===== src/rtl/fsdct_pkg.sv =====
// ----------------------------------------------------------------------------
// fsdct_pkg
// Shared types, codes and helpers for the float-selected dual cycle timer.
// ----------------------------------------------------------------------------
package fsdct_pkg;

	// Time base
	localparam int TICK_MS      = 100;
	localparam int MS_PER_S     = 1000;
	localparam int FRAC_W       = $clog2(MS_PER_S + 1);
	localparam int ELAPSED_W    = 17;    // saturates above any debounce setting
	localparam int SEC_W        = 16;
	localparam int CFG_IDX_W    = 3;
	localparam int CFG_DATA_W   = 16;

	localparam logic [FRAC_W-1:0] FRAC_FULL = FRAC_W'(MS_PER_S);
	localparam logic [FRAC_W-1:0] FRAC_TICK = FRAC_W'(TICK_MS);
	localparam logic [FRAC_W-1:0] FRAC_WRAP = FRAC_W'(MS_PER_S - TICK_MS);

	// Item modes
	localparam logic [1:0] MODE_TICK  = 2'd0;
	localparam logic [1:0] MODE_START = 2'd1;
	localparam logic [1:0] MODE_STOP  = 2'd2;

	// Float states
	localparam logic [1:0] FL_UNKNOWN = 2'd0;
	localparam logic [1:0] FL_OFF     = 2'd1;
	localparam logic [1:0] FL_ON      = 2'd2;

	// Channels
	localparam logic [1:0] CH_NONE = 2'd0;
	localparam logic [1:0] CH_ONE  = 2'd1;
	localparam logic [1:0] CH_TWO  = 2'd2;

	// Phases
	localparam logic [1:0] PH_IDLE = 2'd0;
	localparam logic [1:0] PH_ON   = 2'd1;
	localparam logic [1:0] PH_OFF  = 2'd2;

	// Register indexes
	localparam logic [CFG_IDX_W-1:0] REG_FLOAT_LOW   = 3'd0;
	localparam logic [CFG_IDX_W-1:0] REG_RELAY_LOW   = 3'd1;
	localparam logic [CFG_IDX_W-1:0] REG_START_OFF   = 3'd2;
	localparam logic [CFG_IDX_W-1:0] REG_DEBOUNCE    = 3'd3;
	localparam logic [CFG_IDX_W-1:0] REG_CH1_ON      = 3'd4;
	localparam logic [CFG_IDX_W-1:0] REG_CH1_OFF     = 3'd5;
	localparam logic [CFG_IDX_W-1:0] REG_CH2_ON      = 3'd6;
	localparam logic [CFG_IDX_W-1:0] REG_CH2_OFF     = 3'd7;

	typedef struct packed {
		logic              float_inverted;
		logic [1:0]        relay_active_low;
		logic [1:0]        start_in_off;
		logic [15:0]       settle_ms;
		logic [SEC_W-1:0]  ch1_on_sec;
		logic [SEC_W-1:0]  ch1_off_sec;
		logic [SEC_W-1:0]  ch2_on_sec;
		logic [SEC_W-1:0]  ch2_off_sec;
	} cfg_t;

	typedef struct packed {
		logic [1:0] state;     // confirmed float state after this item
		logic       changed;   // confirmed state changed on this tick
	} flt_t;

	typedef struct packed {
		logic             relay_one_pin;
		logic             relay_two_pin;
		logic             relay_one_on;
		logic             relay_two_on;
		logic             is_running;
		logic             is_stabilizing;
		logic [1:0]       float_status;
		logic [1:0]       channel;
		logic [1:0]       timer_phase;
		logic [SEC_W-1:0] remaining_sec;
		logic [SEC_W-1:0] phase_length_sec;
	} res_t;

	function automatic logic [SEC_W-1:0] phase_dur(cfg_t c, logic [1:0] ch, logic [1:0] ph);
		logic [SEC_W-1:0] d;
		d = '0;
		if (ch == CH_ONE) begin
			d = (ph == PH_ON) ? c.ch1_on_sec : c.ch1_off_sec;
		end else if (ch == CH_TWO) begin
			d = (ph == PH_ON) ? c.ch2_on_sec : c.ch2_off_sec;
		end
		return d;
	endfunction

	function automatic logic [1:0] start_phase(cfg_t c, logic [1:0] ch);
		logic off;
		off = (ch == CH_TWO) ? c.start_in_off[1] : c.start_in_off[0];
		return off ? PH_OFF : PH_ON;
	endfunction

	function automatic logic [1:0] chan_of(logic [1:0] fl);
		logic [1:0] ch;
		ch = CH_NONE;
		if (fl == FL_ON) begin
			ch = CH_TWO;
		end else if (fl == FL_OFF) begin
			ch = CH_ONE;
		end
		return ch;
	endfunction

endpackage


===== src/rtl/float_selected_dual_cycle_timer_core.sv =====
// ----------------------------------------------------------------------------
// float_selected_dual_cycle_timer_core
// Debounced float switch selecting one of two cyclic on/off relay timers.
// ----------------------------------------------------------------------------
// Output: the result of an item is loaded into the output register at the
//   edge that accepts the item and is offered from that edge on.
// Throughput: one item per cycle; the output register is reloaded on the same
//   edge that hands its item off, so in_ready only drops while a result stalls.
// Reset: arst_n clears all timer, debounce and handshake state at once and
//   loads the configuration registers with their default values.
// ----------------------------------------------------------------------------
module float_selected_dual_cycle_timer_core (
	input  logic                               clk,
	input  logic                               arst_n,
	// configuration write port
	input  logic                               cfg_we,
	input  logic [fsdct_pkg::CFG_IDX_W-1:0]    cfg_index,
	input  logic [fsdct_pkg::CFG_DATA_W-1:0]   cfg_data,
	// input items
	input  logic                               in_valid,
	output logic                               in_ready,
	input  logic [1:0]                         mode,
	input  logic                               float_level,
	// result items
	output logic                               out_valid,
	input  logic                               out_ready,
	output logic                               relay_one_pin,
	output logic                               relay_two_pin,
	output logic                               relay_one_on,
	output logic                               relay_two_on,
	output logic                               is_running,
	output logic                               is_stabilizing,
	output logic [1:0]                         float_status,
	output logic [1:0]                         channel,
	output logic [1:0]                         timer_phase,
	output logic [fsdct_pkg::SEC_W-1:0]        remaining_sec,
	output logic [fsdct_pkg::SEC_W-1:0]        phase_length_sec
);
	import fsdct_pkg::*;

	cfg_t cfg;
	flt_t flt;
	res_t res_nx;
	res_t res_q;
	logic out_valid_q;
	logic fire;

	// Accept whenever the output register is empty or emptying this cycle.
	assign in_ready = !out_valid_q || out_ready;
	assign fire     = in_valid && in_ready;

	fsdct_cfg u_cfg (
		.clk       (clk),
		.arst_n    (arst_n),
		.cfg_we    (cfg_we),
		.cfg_index (cfg_index),
		.cfg_data  (cfg_data),
		.cfg       (cfg)
	);

	// Debounce runs on every tick, running or not.
	fsdct_debounce u_debounce (
		.clk         (clk),
		.arst_n      (arst_n),
		.tick        (fire && (mode == MODE_TICK)),
		.float_level (float_level),
		.cfg         (cfg),
		.flt         (flt)
	);

	// Control and timer state; res_nx is the status after this item.
	fsdct_ctrl u_ctrl (
		.clk    (clk),
		.arst_n (arst_n),
		.fire   (fire),
		.mode   (mode),
		.cfg    (cfg),
		.flt    (flt),
		.res    (res_nx)
	);

	// Output register
	always_ff @(posedge clk or negedge arst_n) begin
		if (!arst_n) begin
			out_valid_q <= 1'b0;
		end else if (fire) begin
			out_valid_q <= 1'b1;
		end else if (out_ready) begin
			out_valid_q <= 1'b0;
		end
	end

	always_ff @(posedge clk) begin
		if (fire) begin
			res_q <= res_nx;
		end
	end

	assign out_valid        = out_valid_q;
	assign relay_one_pin    = res_q.relay_one_pin;
	assign relay_two_pin    = res_q.relay_two_pin;
	assign relay_one_on     = res_q.relay_one_on;
	assign relay_two_on     = res_q.relay_two_on;
	assign is_running       = res_q.is_running;
	assign is_stabilizing   = res_q.is_stabilizing;
	assign float_status     = res_q.float_status;
	assign channel          = res_q.channel;
	assign timer_phase      = res_q.timer_phase;
	assign remaining_sec    = res_q.remaining_sec;
	assign phase_length_sec = res_q.phase_length_sec;

	// Only one relay can ever be energized.
	a_one_relay: assert property (@(posedge clk) disable iff (!arst_n)
		out_valid |-> !(relay_one_on && relay_two_on))
		else $error("both relays energized");

	// Stabilizing is a sub-state of running.
	a_stab_run: assert property (@(posedge clk) disable iff (!arst_n)
		out_valid && is_stabilizing |-> is_running)
		else $error("stabilizing while stopped");

	// A stopped or stabilizing block drives no relay.
	a_relay_idle: assert property (@(posedge clk) disable iff (!arst_n)
		out_valid && (!is_running || is_stabilizing) |-> !relay_one_on && !relay_two_on)
		else $error("relay energized while not timing");

	// An active phase always belongs to a selected channel.
	a_phase_chan: assert property (@(posedge clk) disable iff (!arst_n)
		out_valid && (timer_phase != PH_IDLE) |-> (channel != CH_NONE))
		else $error("phase active with no channel");

endmodule


===== src/rtl/fsdct_cfg.sv =====
// ----------------------------------------------------------------------------
// fsdct_cfg
// Configuration register file, written through a plain write port.
// ----------------------------------------------------------------------------
module fsdct_cfg (
	input  logic                               clk,
	input  logic                               arst_n,
	input  logic                               cfg_we,
	input  logic [fsdct_pkg::CFG_IDX_W-1:0]    cfg_index,
	input  logic [fsdct_pkg::CFG_DATA_W-1:0]   cfg_data,
	output fsdct_pkg::cfg_t                    cfg
);
	import fsdct_pkg::*;

	cfg_t cfg_q;

	always_ff @(posedge clk or negedge arst_n) begin
		if (!arst_n) begin
			cfg_q.float_inverted   <= 1'b1;
			cfg_q.relay_active_low <= 2'd3;
			cfg_q.start_in_off     <= 2'd0;
			cfg_q.settle_ms        <= 16'd1000;
			cfg_q.ch1_on_sec       <= SEC_W'(60);
			cfg_q.ch1_off_sec      <= SEC_W'(60);
			cfg_q.ch2_on_sec       <= SEC_W'(60);
			cfg_q.ch2_off_sec      <= SEC_W'(60);
		end else if (cfg_we) begin
			unique case (cfg_index)
				REG_FLOAT_LOW: cfg_q.float_inverted   <= cfg_data[0];
				REG_RELAY_LOW: cfg_q.relay_active_low <= cfg_data[1:0];
				REG_START_OFF: cfg_q.start_in_off     <= cfg_data[1:0];
				REG_DEBOUNCE:  cfg_q.settle_ms        <= cfg_data[15:0];
				REG_CH1_ON:    cfg_q.ch1_on_sec       <= cfg_data[SEC_W-1:0];
				REG_CH1_OFF:   cfg_q.ch1_off_sec      <= cfg_data[SEC_W-1:0];
				REG_CH2_ON:    cfg_q.ch2_on_sec       <= cfg_data[SEC_W-1:0];
				REG_CH2_OFF:   cfg_q.ch2_off_sec      <= cfg_data[SEC_W-1:0];
			endcase
		end
	end

	assign cfg = cfg_q;

endmodule


===== src/rtl/fsdct_debounce.sv =====
// ----------------------------------------------------------------------------
// fsdct_debounce
// Time-based debounce of the raw float level into a confirmed float state.
// ----------------------------------------------------------------------------
module fsdct_debounce (
	input  logic              clk,
	input  logic              arst_n,
	input  logic              tick,         // a tick item is accepted
	input  logic              float_level,
	input  fsdct_pkg::cfg_t   cfg,
	output fsdct_pkg::flt_t   flt
);
	import fsdct_pkg::*;

	logic [1:0]           pending_q;
	logic [1:0]           confirmed_q;
	logic [ELAPSED_W-1:0] elapsed_q;     // ms the pending level has held

	logic [1:0]           raw;
	logic [ELAPSED_W:0]   sum;
	logic [ELAPSED_W-1:0] elapsed_inc;
	logic                 confirm;

	always_comb begin
		raw         = ((float_level == 1'b0) == cfg.float_inverted) ? FL_ON : FL_OFF;
		sum         = {1'b0, elapsed_q} + (ELAPSED_W+1)'(TICK_MS);
		elapsed_inc = sum[ELAPSED_W] ? '1 : sum[ELAPSED_W-1:0];
		confirm     = (pending_q == raw) && (confirmed_q != raw)
		              && (elapsed_inc >= ELAPSED_W'(cfg.settle_ms));
	end

	always_ff @(posedge clk or negedge arst_n) begin
		if (!arst_n) begin
			pending_q   <= FL_UNKNOWN;
			confirmed_q <= FL_UNKNOWN;
			elapsed_q   <= '0;
		end else if (tick) begin
			if (pending_q != raw) begin
				pending_q <= raw;
				elapsed_q <= '0;
			end else begin
				elapsed_q <= elapsed_inc;
			end
			if (confirm) begin
				confirmed_q <= raw;
			end
		end
	end

	assign flt.state   = (tick && confirm) ? raw : confirmed_q;
	assign flt.changed = tick && confirm;

endmodule


===== src/rtl/fsdct_ctrl.sv =====
// ----------------------------------------------------------------------------
// fsdct_ctrl
// Run/stabilize control, channel selection and the cyclic phase timer.
// ----------------------------------------------------------------------------
module fsdct_ctrl (
	input  logic              clk,
	input  logic              arst_n,
	input  logic              fire,
	input  logic [1:0]        mode,
	input  fsdct_pkg::cfg_t   cfg,
	input  fsdct_pkg::flt_t   flt,
	output fsdct_pkg::res_t   res
);
	import fsdct_pkg::*;

	logic             run_q, stab_q, r1_q, r2_q;
	logic [1:0]       ch_q, ph_q;
	logic [SEC_W-1:0] secs_q, cnt_q;
	logic [FRAC_W-1:0] frac_q;   // ms left in the current second, 100..1000

	logic             run_n, stab_n, r1_n, r2_n;
	logic [1:0]       ch_n, ph_n;
	logic [SEC_W-1:0] secs_n, cnt_n;
	logic [FRAC_W-1:0] frac_n;

	logic             do_begin, do_enter, do_preview, do_recalc;
	logic [1:0]       enter_ph;
	logic             borrow, passed;
	logic [SEC_W-1:0] dur;

	always_comb begin
		run_n = run_q; stab_n = stab_q; r1_n = r1_q; r2_n = r2_q;
		ch_n = ch_q; ph_n = ph_q; secs_n = secs_q; cnt_n = cnt_q; frac_n = frac_q;
		do_begin = 1'b0; do_enter = 1'b0; do_preview = 1'b0; do_recalc = 1'b0;
		enter_ph = PH_ON;
		borrow   = (frac_q <= FRAC_TICK);
		passed   = (secs_q == '0) || (borrow && secs_q == SEC_W'(1));
		dur      = '0;

		if (fire) begin
			unique case (mode)
				MODE_TICK: begin
					if (!run_q) begin
						do_preview = 1'b1;
					end else if (stab_q) begin
						r1_n = 1'b0;
						r2_n = 1'b0;
						if (flt.state != FL_UNKNOWN) begin
							stab_n   = 1'b0;
							do_begin = 1'b1;
						end
					end else begin
						if (flt.changed) begin
							do_begin = 1'b1;
						end else if (ph_q != PH_IDLE) begin
							if (passed) begin
								do_enter = 1'b1;
								enter_ph = (ph_q == PH_ON) ? PH_OFF : PH_ON;
							end else if (borrow) begin
								secs_n = secs_q - SEC_W'(1);
								frac_n = frac_q + FRAC_WRAP;
							end else begin
								frac_n = frac_q - FRAC_TICK;
							end
						end
						do_recalc = 1'b1;
					end
				end
				MODE_START: begin
					if (!run_q) begin
						run_n  = 1'b1;
						stab_n = (flt.state == FL_UNKNOWN);
						r1_n   = 1'b0;
						r2_n   = 1'b0;
						if (flt.state != FL_UNKNOWN) begin
							do_begin = 1'b1;
						end else begin
							ch_n  = CH_NONE;
							ph_n  = PH_IDLE;
							cnt_n = '0;
						end
					end
				end
				MODE_STOP: begin
					run_n      = 1'b0;
					stab_n     = 1'b0;
					do_preview = 1'b1;
				end
				default: begin
					// status read
					if (run_q) begin
						do_recalc = 1'b1;
					end else begin
						do_preview = 1'b1;
					end
				end
			endcase
		end

		if (do_begin) begin
			r1_n = 1'b0;
			r2_n = 1'b0;
			ch_n = chan_of(flt.state);
			if (ch_n == CH_NONE) begin
				ph_n  = PH_IDLE;
				cnt_n = '0;
			end else begin
				do_enter = 1'b1;
				enter_ph = start_phase(cfg, ch_n);
			end
		end

		if (do_enter) begin
			dur    = phase_dur(cfg, ch_n, enter_ph);
			ph_n   = enter_ph;
			secs_n = dur;
			frac_n = FRAC_FULL;
			cnt_n  = dur;
			r1_n   = (enter_ph == PH_ON) && (ch_n == CH_ONE);
			r2_n   = (enter_ph == PH_ON) && (ch_n == CH_TWO);
		end

		if (do_preview) begin
			r1_n = 1'b0;
			r2_n = 1'b0;
			ch_n = chan_of(flt.state);
			if (ch_n == CH_NONE) begin
				ph_n  = PH_IDLE;
				cnt_n = '0;
			end else begin
				ph_n  = start_phase(cfg, ch_n);
				cnt_n = phase_dur(cfg, ch_n, ph_n);
			end
		end

		if (do_recalc) begin
			cnt_n = (ph_n == PH_IDLE) ? '0 : secs_n;
		end
	end

	always_ff @(posedge clk or negedge arst_n) begin
		if (!arst_n) begin
			run_q  <= 1'b0;
			stab_q <= 1'b0;
			r1_q   <= 1'b0;
			r2_q   <= 1'b0;
			ch_q   <= CH_NONE;
			ph_q   <= PH_IDLE;
			secs_q <= '0;
			frac_q <= FRAC_FULL;
			cnt_q  <= '0;
		end else if (fire) begin
			run_q  <= run_n;
			stab_q <= stab_n;
			r1_q   <= r1_n;
			r2_q   <= r2_n;
			ch_q   <= ch_n;
			ph_q   <= ph_n;
			secs_q <= secs_n;
			frac_q <= frac_n;
			cnt_q  <= cnt_n;
		end
	end

	always_comb begin
		res.relay_one_pin    = r1_n ^ cfg.relay_active_low[0];
		res.relay_two_pin    = r2_n ^ cfg.relay_active_low[1];
		res.relay_one_on     = r1_n;
		res.relay_two_on     = r2_n;
		res.is_running       = run_n;
		res.is_stabilizing   = stab_n;
		res.float_status     = flt.state;
		res.channel          = ch_n;
		res.timer_phase      = ph_n;
		res.remaining_sec    = cnt_n;
		res.phase_length_sec = (ch_n != CH_NONE && ph_n != PH_IDLE)
		                       ? phase_dur(cfg, ch_n, ph_n) : '0;
	end

endmodule


===== config.mk =====
export PLATFORM = sky130hd
export DESIGN_NAME = float_selected_dual_cycle_timer_core
export DESIGN_NICKNAME = d
export VERILOG_FILES = /design/src/rtl/fsdct_pkg.sv /design/src/rtl/float_selected_dual_cycle_timer_core.sv /design/src/rtl/fsdct_cfg.sv /design/src/rtl/fsdct_debounce.sv /design/src/rtl/fsdct_ctrl.sv
export SDC_FILE = /design/constraint.sdc
export NUM_CORES = 1
export LEC_CHECK = 0
export BUFFER_PORTS_ARGS = -buffer_cell sky130_fd_sc_hd__buf_4
export CORE_MARGIN = 8
export CORE_UTILIZATION = 30
export DETAILED_ROUTE_END_ITERATION = 12
export GPL_TIMING_DRIVEN = 0
export SLEW_MARGIN = 15
export SYNTH_ARGS = -nofsm -noshare
export SYNTH_HDL_FRONTEND = slang
export SYNTH_HIERARCHICAL = 1
export SYNTH_SLANG_ARGS = --single-unit

===== constraint.sdc =====
create_clock -name clk -period 5.1 [get_ports clk]
set_input_delay 1.02 -clock clk [delete_from_list [all_inputs] [get_ports clk]]
set_output_delay 1.02 -clock clk [all_outputs]
set_load 0.02 [all_outputs]

==> flow_summary.ini, run 1 <==
[outcome]
status = finished, violations left
violations = negative setup slack

[power_and_ir_drop]
ir_drop_uv = 211
combPwrFrac_pct = 40.1
p_leak_nw = 6.22
power.switching_mw = 2.34
power_frac_clock_pct = 21.7
internal-power_mw = 4.04
power_frac_seq_pct = 38.3
power.density_mw_per_mm2 = 427
switching_share_pct = 36.6

[layout]
syn_to_final_growth_pct = 33.5
n_antenna_cell = 0
layout-drive-gt1-share_pct = 46.2
fin_cells = 1678
post-route-util_pct = 40.7
fill_cells = 3369
final_common_cell = buf_4
nets = 1254
final_cell_mix = buf_4, dfrtp_1, mux2_2

[cts]
clock_latency_ns = 0.45
cts_hold_buffers = 0
cts.htree.levels = 4
cts_tree = built
numCtsBuffers = 17
cts_root_buffer = clkbuf_16
clockBufferDepth = 2
cts.sinks = 199
clk_pin_slew_ns = 0.08

[die]
die_area_mm2 = 0.0437
core_mm2 = 0.0367
io_pins = 73
dieHeight_um = 209
start_util_pct = 30.5
fp.dieW_um = 209
placementRows = 70

[global_route]
grt_use_total_pct = 14.8
grt_pass1_wl_mm = 51.0
grt_pass1_vias = 9030
grt-ovfl-total = 0
grt_max_degree = 104
grt_antenna_before_repair = 1

[sta]
slew_viol_final = 0
max_clock_freq_mhz = 179
period_share_pct = 110
fin_skew_ns = 0.0135
hold_viol = 0
slew_headroom_pct = 42.0
post-route-worst-setup-slack_ns = -0.493
grt_setup_unrepaired = yes
tightest_slew_ns = 0.871
period_needed_ns = 5.59
setup_viol_count_final = 77

[setup_path]
path_max_fanout = 6
slowest_stage = dfrtp_2
crit_path_frequent_cell = buf_4
reg2reg_to = remaining_sec[3]$_DFFE_PP_
crit_arrival_ns = 5.77
regToRegStartpoint = u_debounce/elapsed_q[3]$_DFFE_PN0P_
worst_setup_path_start_kind = flip-flop
cp.required_ns = 5.28
slowest_delay_ns = 0.45
crit_type = flip-flop to flip-flop
cp-end-kind = flip-flop
rr_worst_depth = 26
cp_top_family = compound AO/OA/AOI/OAI gates
path_buf_inv = 12
rrSetupSlack_ns = -0.49

[logic_synthesis]
synth.area.top_cells = dfrtp_1, edfxtp_1, mux2_2
synth_area_mm2 = 0.0112
ys_types = 79
avgSynthCellArea_um2 = 11.4
ys.warnings.count = 6
synth_cells = 986
synth-seq-cells = 199
async_flop_share_pct = 77.9
synth_top_area_share_pct = 27.7
yosysTopAreaCell = dfrtp_1
synth_edf_count = 44
ys_seq_area_share_pct = 46.8
syn_nets = 1043
ys.flop_type = dfrtp_1

[routing]
viasPerCell = 5.26
wl_per_cell_um = 19.8
ant_nets = 0
dr_total_vias = 8819
dr.first_iter.drc_count = 586
wl_mm = 33.3
route.detailed.drc = 0
dr.pass1.iters = 5

[place]
numPortBuffers = 68
dpl.cell_count = 1524
gp_congestion = 0.857
dp_hpwl_mm = 22.1

[worst_hold_path]
min_path_type = input pin to asynchronous set/reset pin

[flow_run]
drv_cap = 0
-- cells by family after synthesis --
group	after synthesis	synth area share [%]
AO/OA/AOI/OAI	231	14.2
AND/OR/NAND/NOR	217	10.7
flip-flops	199	46.8
multiplexers	186	18.3
buffers and inverters	93	4.19
XOR/XNOR	30	2.35
adder cells (fa/ha/maj)	30	3.35
-- per-stage QoR --
stage	hold WS [ns]	setup slack [ns]	TNS, ns	area [µm²]	power, mW
2_1_floorplan	0.463	-0.00190	-0.00371	11300	3.78
3_3_place_gp	0.479	-1.59	-94.46	12400	4.33
3_5_place_dp	0.492	-1.39	-86.68	12400	4.39
4_1_cts	0.484	-0.350	-17.35	14400	6.10
5_1_grt	0.503	-0.678	-40.55	14900	6.72
6_report	0.482	-0.493	-23.78	14900	6.38
-- registers in the layout (all words and copies together), names as in the netlist, 2 cells and up --
name and cells:
u_ctrl/cnt_q 16, u_ctrl/secs_q 16, u_ctrl/ch_q 2, float_status 2, timer_phase 2, u_debounce/elapsed_q 17, u_debounce/pending_q 2, phase_length_sec 16
remaining_sec 16, u_debounce/confirmed_q 2, u_ctrl/frac_q 8, u_cfg/cfg 85, u_ctrl/ph_q 2, channel 2
-- power by group through the flow --
stage                     Clock (mW)  Combinational [mW]  Sequential [mW]
after floorplan                    0                1.36             2.42
after global placement             0                1.91             2.42
after detailed placement           0                1.95             2.44
after CTS                       1.43                2.25             2.42
after global routing            1.48                2.74             2.50
final                           1.38                2.56             2.44
-- Yosys cell counts, types with 7 or more instances --
master,n
o21a_1,7
edfxtp_1,44
ha_1,30
buf_4,13
o22ai_1,18
nand2b_1,7
mux2_2,107
nand3b_1,7
xor2_1,14
nand2_1,74
mux2i_1,65
clkbuf_1,26
mux2_4,10
nand3_1,11
dfstp_2,31
buf_2,8
nor2_1,40
nor3_1,16
a21oi_1,35
inv_1,37
dfrtp_1,124
o221ai_1,8
o21ai_0,64
nor4_1,8
nand4_1,7
nor2b_1,10
xnor2_1,16
a22oi_1,46
-- cell type report --
| cell class | count | area (µm²) | area share (%) |
|---|---|---|---|
| Buffer | 52 | 443 | 2.96 |
| Tap cell | 468 | 586 | 3.92 |
| Timing Repair Buffer | 196 | 1600 | 10.7 |
| Inverter | 37 | 139 | 0.929 |
| Clock inverter | 13 | 138 | 0.921 |
| Clock buffer | 19 | 464 | 3.11 |
| Sequential cell | 199 | 5250 | 35.1 |
| Multi-Input combinational cell | 694 | 6330 | 42.3 |
-- layer usage --
metal | part of all wire, % | track usage [%]
met5 | 0.039 | 0
met4 | 3.0 | 5.81
met3 | 4.9 | 2.80
met2 | 50 | 25.5
met1 | 42 | 18.1
-- worst max path at each step --
stage / startpoint / end / slack (ns) / depth (start not counted)
finish: u_debounce/elapsed_q[3]$_DFFE_PN0P_ / remaining_sec[3]$_DFFE_PP_ / -0.49 / 26
global route: u_debounce/elapsed_q[3]$_DFFE_PN0P_ / phase_length_sec[5]$_DFFE_PP_ / -0.68 / 27
CTS: u_debounce/elapsed_q[3]$_DFFE_PN0P_ / remaining_sec[1]$_DFFE_PP_ / -0.35 / 24
detailed placement: u_debounce/elapsed_q[2]$_DFFE_PN0P_ / relay_one_pin$_DFFE_PP_ / -1.39 / 21
global placement: u_debounce/elapsed_q[2]$_DFFE_PN0P_ / remaining_sec[12]$_DFFE_PP_ / -1.59 / 22
floorplan: u_debounce/elapsed_q[2]$_DFFE_PN0P_ / remaining_sec[8]$_DFFE_PP_ / -0.002 / 23
-- worst register-to-register path: stages, from the launching register on --
cell and delay, ns:
dfrtp_2 0.45, a311oi_4 0.44, buf_4 0.20, nor4_4 0.05, buf_4 0.14, buf_4 0.12
buf_4 0.12, buf_4 0.13, buf_4 0.12, buf_4 0.12, buf_4 0.12, buf_4 0.12
nor3_2 0.21, o21ai_2 0.11, a32oi_4 0.36, mux2i_4 0.35, inv_2 0.09, ha_4 0.17
and2_4 0.17, o32a_4 0.37, nor2_4 0.11, o21bai_4 0.16, buf_8 0.19, buf_8 0.15
mux2_4 0.31, a22oi_2 0.32, o221ai_2 0.15
-- what timing repair did --
| action | in CTS | in global routing |
|---|---|---|
| endpoints found under the setup margin | 84 | 83 |
| pin swaps | 61 | 31 |
| hold endpoints to repair | 0 | 0 |
| setup buffers | 103 | 23 |
| gates cloned | 2 | 2 |
| gates resized for setup | 142 | 98 |
(Power assumes the default switching activity.)
==> inputs of run 2 (changes only) <==
- PLACE_DENSITY_LB_ADDON: default -> 0.15
==> flow_summary.ini, run 2 (synthesized netlist as in run 1, its figures left out) <==
[layout]
largest_reg_flops = 85
syn_to_final_growth_pct = 36.7
fill_cells = 3414
layout-drive-gt1-share_pct = 49.9
final_common_cell = buf_4
n_antenna_cell = 0
final_cell_mix = buf_4, dfrtp_1, mux2_2
final_cell_area_mm2 = 0.0153
nets = 1236

[setup_path]
regToRegStartpoint = u_debounce/elapsed_q[2]$_DFFE_PN0P_
worst_setup_path_start_kind = flip-flop
crit_arrival_ns = 5.55
crit_start = u_debounce/elapsed_q[2]$_DFFE_PN0P_
crit_type = flip-flop to flip-flop
cp-end-kind = flip-flop
cp.required_ns = 5.28
path_max_fanout = 6

[cts]
cts.sinks = 199
cts.htree.levels = 4
clockBufferDepth = 2
clock_latency_ns = 0.45
cts_root_buffer = clkbuf_16
cts_hold_buffers = 0
numCtsBuffers = 17
clk_pin_slew_ns = 0.08
cts_tree = built

[outcome]
status = finished, violations left
violations = negative setup slack

[sta]
fin_skew_ns = 0.0146
post-route-worst-setup-slack_ns = -0.268
timing.hold.ws_ns = 0.508
period_needed_ns = 5.37
max_clock_freq_mhz = 186
period_share_pct = 105
slew_headroom_pct = 38.6
fin_tns_setup_ns = -9.45
tightest_slew_ns = 0.921
slew_viol_final = 0
hold_viol = 0
grt_setup_unrepaired = yes
setup_viol_count_final = 62

[flow_run]
drv_cap = 0

[worst_hold_path]
min_path_type = flip-flop to flip-flop
hp-start = u_cfg/cfg[79]$_DFFE_PN0P_

[die]
core_mm2 = 0.0367
io_pins = 73
fp.dieW_um = 209
die_area_mm2 = 0.0437
placementRows = 70
start_util_pct = 30.5
dieHeight_um = 209

[routing]
route.detailed.drc = 0
ant_nets = 0
dr_total_vias = 8593
dr.first_iter.drc_count = 400
wl_mm = 34.5
viasPerCell = 5.18
wl_per_cell_um = 20.8
dr.pass1.iters = 7

[global_route]
grt_pass1_vias = 8814
grt_pass1_wl_mm = 53.1
grt_antenna_before_repair = 0
grt-ovfl-total = 0
grt_max_degree = 91
grt_use_total_pct = 15.6

[power_and_ir_drop]
p_leak_nw = 6.27
power.density_mw_per_mm2 = 430
ir_drop_uv = 278

[place]
numPortBuffers = 68
dp_hpwl_mm = 23.4
gp_congestion = 0.851
dpl_cell_area_mm2 = 0.0124
[run 2: critical path, cell delays in order (launching register included)]
cell	delay [ns]
dfrtp_2	0.46
a311oi_4	0.30
buf_6	0.17
nor3_4	0.05
buf_4	0.15
and2_4	0.15
xnor2_1	0.18
nand2_1	0.14
ha_4	0.29
nand4_1	0.10
nor4_2	0.33
nor3_2	0.08
o21ai_2	0.09
a32oi_4	0.19
buf_4	0.22
nor3_4	0.35
nor2_4	0.10
o32a_4	0.42
nor2_4	0.09
o21bai_4	0.16
buf_8	0.19
buf_8	0.15
mux2_4	0.31
a22oi_2	0.27
o221ai_2	0.16
[run 2: final timing paths]
| kind | to | slack [ns] | depth (start not counted) |
|---|---|---|---|
| max | remaining_sec[3]$_DFFE_PP_ | -0.27 | 24 |
| min | u_cfg/cfg[79]$_DFFE_PN0P_ | 0.51 | 1 |
| max reg2reg | remaining_sec[3]$_DFFE_PP_ | -0.27 | 24 |
| min reg2reg | u_cfg/cfg[79]$_DFFE_PN0P_ | 0.51 | 1 |
| max in group asynchronous | u_debounce/elapsed_q[2]$_DFFE_PN0P_ | 3.68 | 2 |
| min in group asynchronous | u_ctrl/cnt_q[11]$_DFFE_PN0P_ | 0.53 | 1 |
[run 2: area by class of cell]
| class | instances | area [µm²] | area share [%] |
|---|---|---|---|
| buffer | 53 | 480 | 3.14 |
| clock buffer | 17 | 425 | 2.78 |
| inverter | 37 | 141 | 0.924 |
| multi-input combinational | 694 | 6630 | 43.3 |
| timing repair buffer | 177 | 1630 | 10.6 |
| clock inverter | 15 | 168 | 1.10 |
| tap | 468 | 586 | 3.83 |
| sequential | 199 | 5250 | 34.3 |
[run 2: timing repair]
item | CTS | global route
setup buffers | 78 | 29
cloned | 3 | 3
pin swaps | 60 | 53
resized for setup | 217 | 111
endpoints found under the setup margin | 86 | 82
[run 2: report_power, final]
| group | internal (mW) | total (mW) | switching [mW] |
|---|---|---|---|
| Clock | 0.735 | 1.41 | 0.675 |
| Sequential | 2.10 | 2.45 | 0.357 |
| Combinational | 1.33 | 2.72 | 1.39 |
| Total | 4.16 | 6.58 | 2.43 |
[run 2: metrics by stage]
stage	total power, mW	worst slack [ns]	instances	util (%)
3_5_place_dp	4.43	-1.56	1524	33.8
4_1_cts	6.34	-0.362	1635	39.8
2_1_floorplan	3.78	-0.00190	986	-
3_3_place_gp	4.39	-1.86	1522	33.7
5_1_grt	6.97	-0.519	1660	41.7
6_report	6.58	-0.268	1660	41.7
[run 2: per-layer routing]
metal  track usage (%)  wire length [µm]
met1              19.9             15500
met4              5.52               988
met3              2.50              1110
met2              26.4             16900
met5                 0                 0
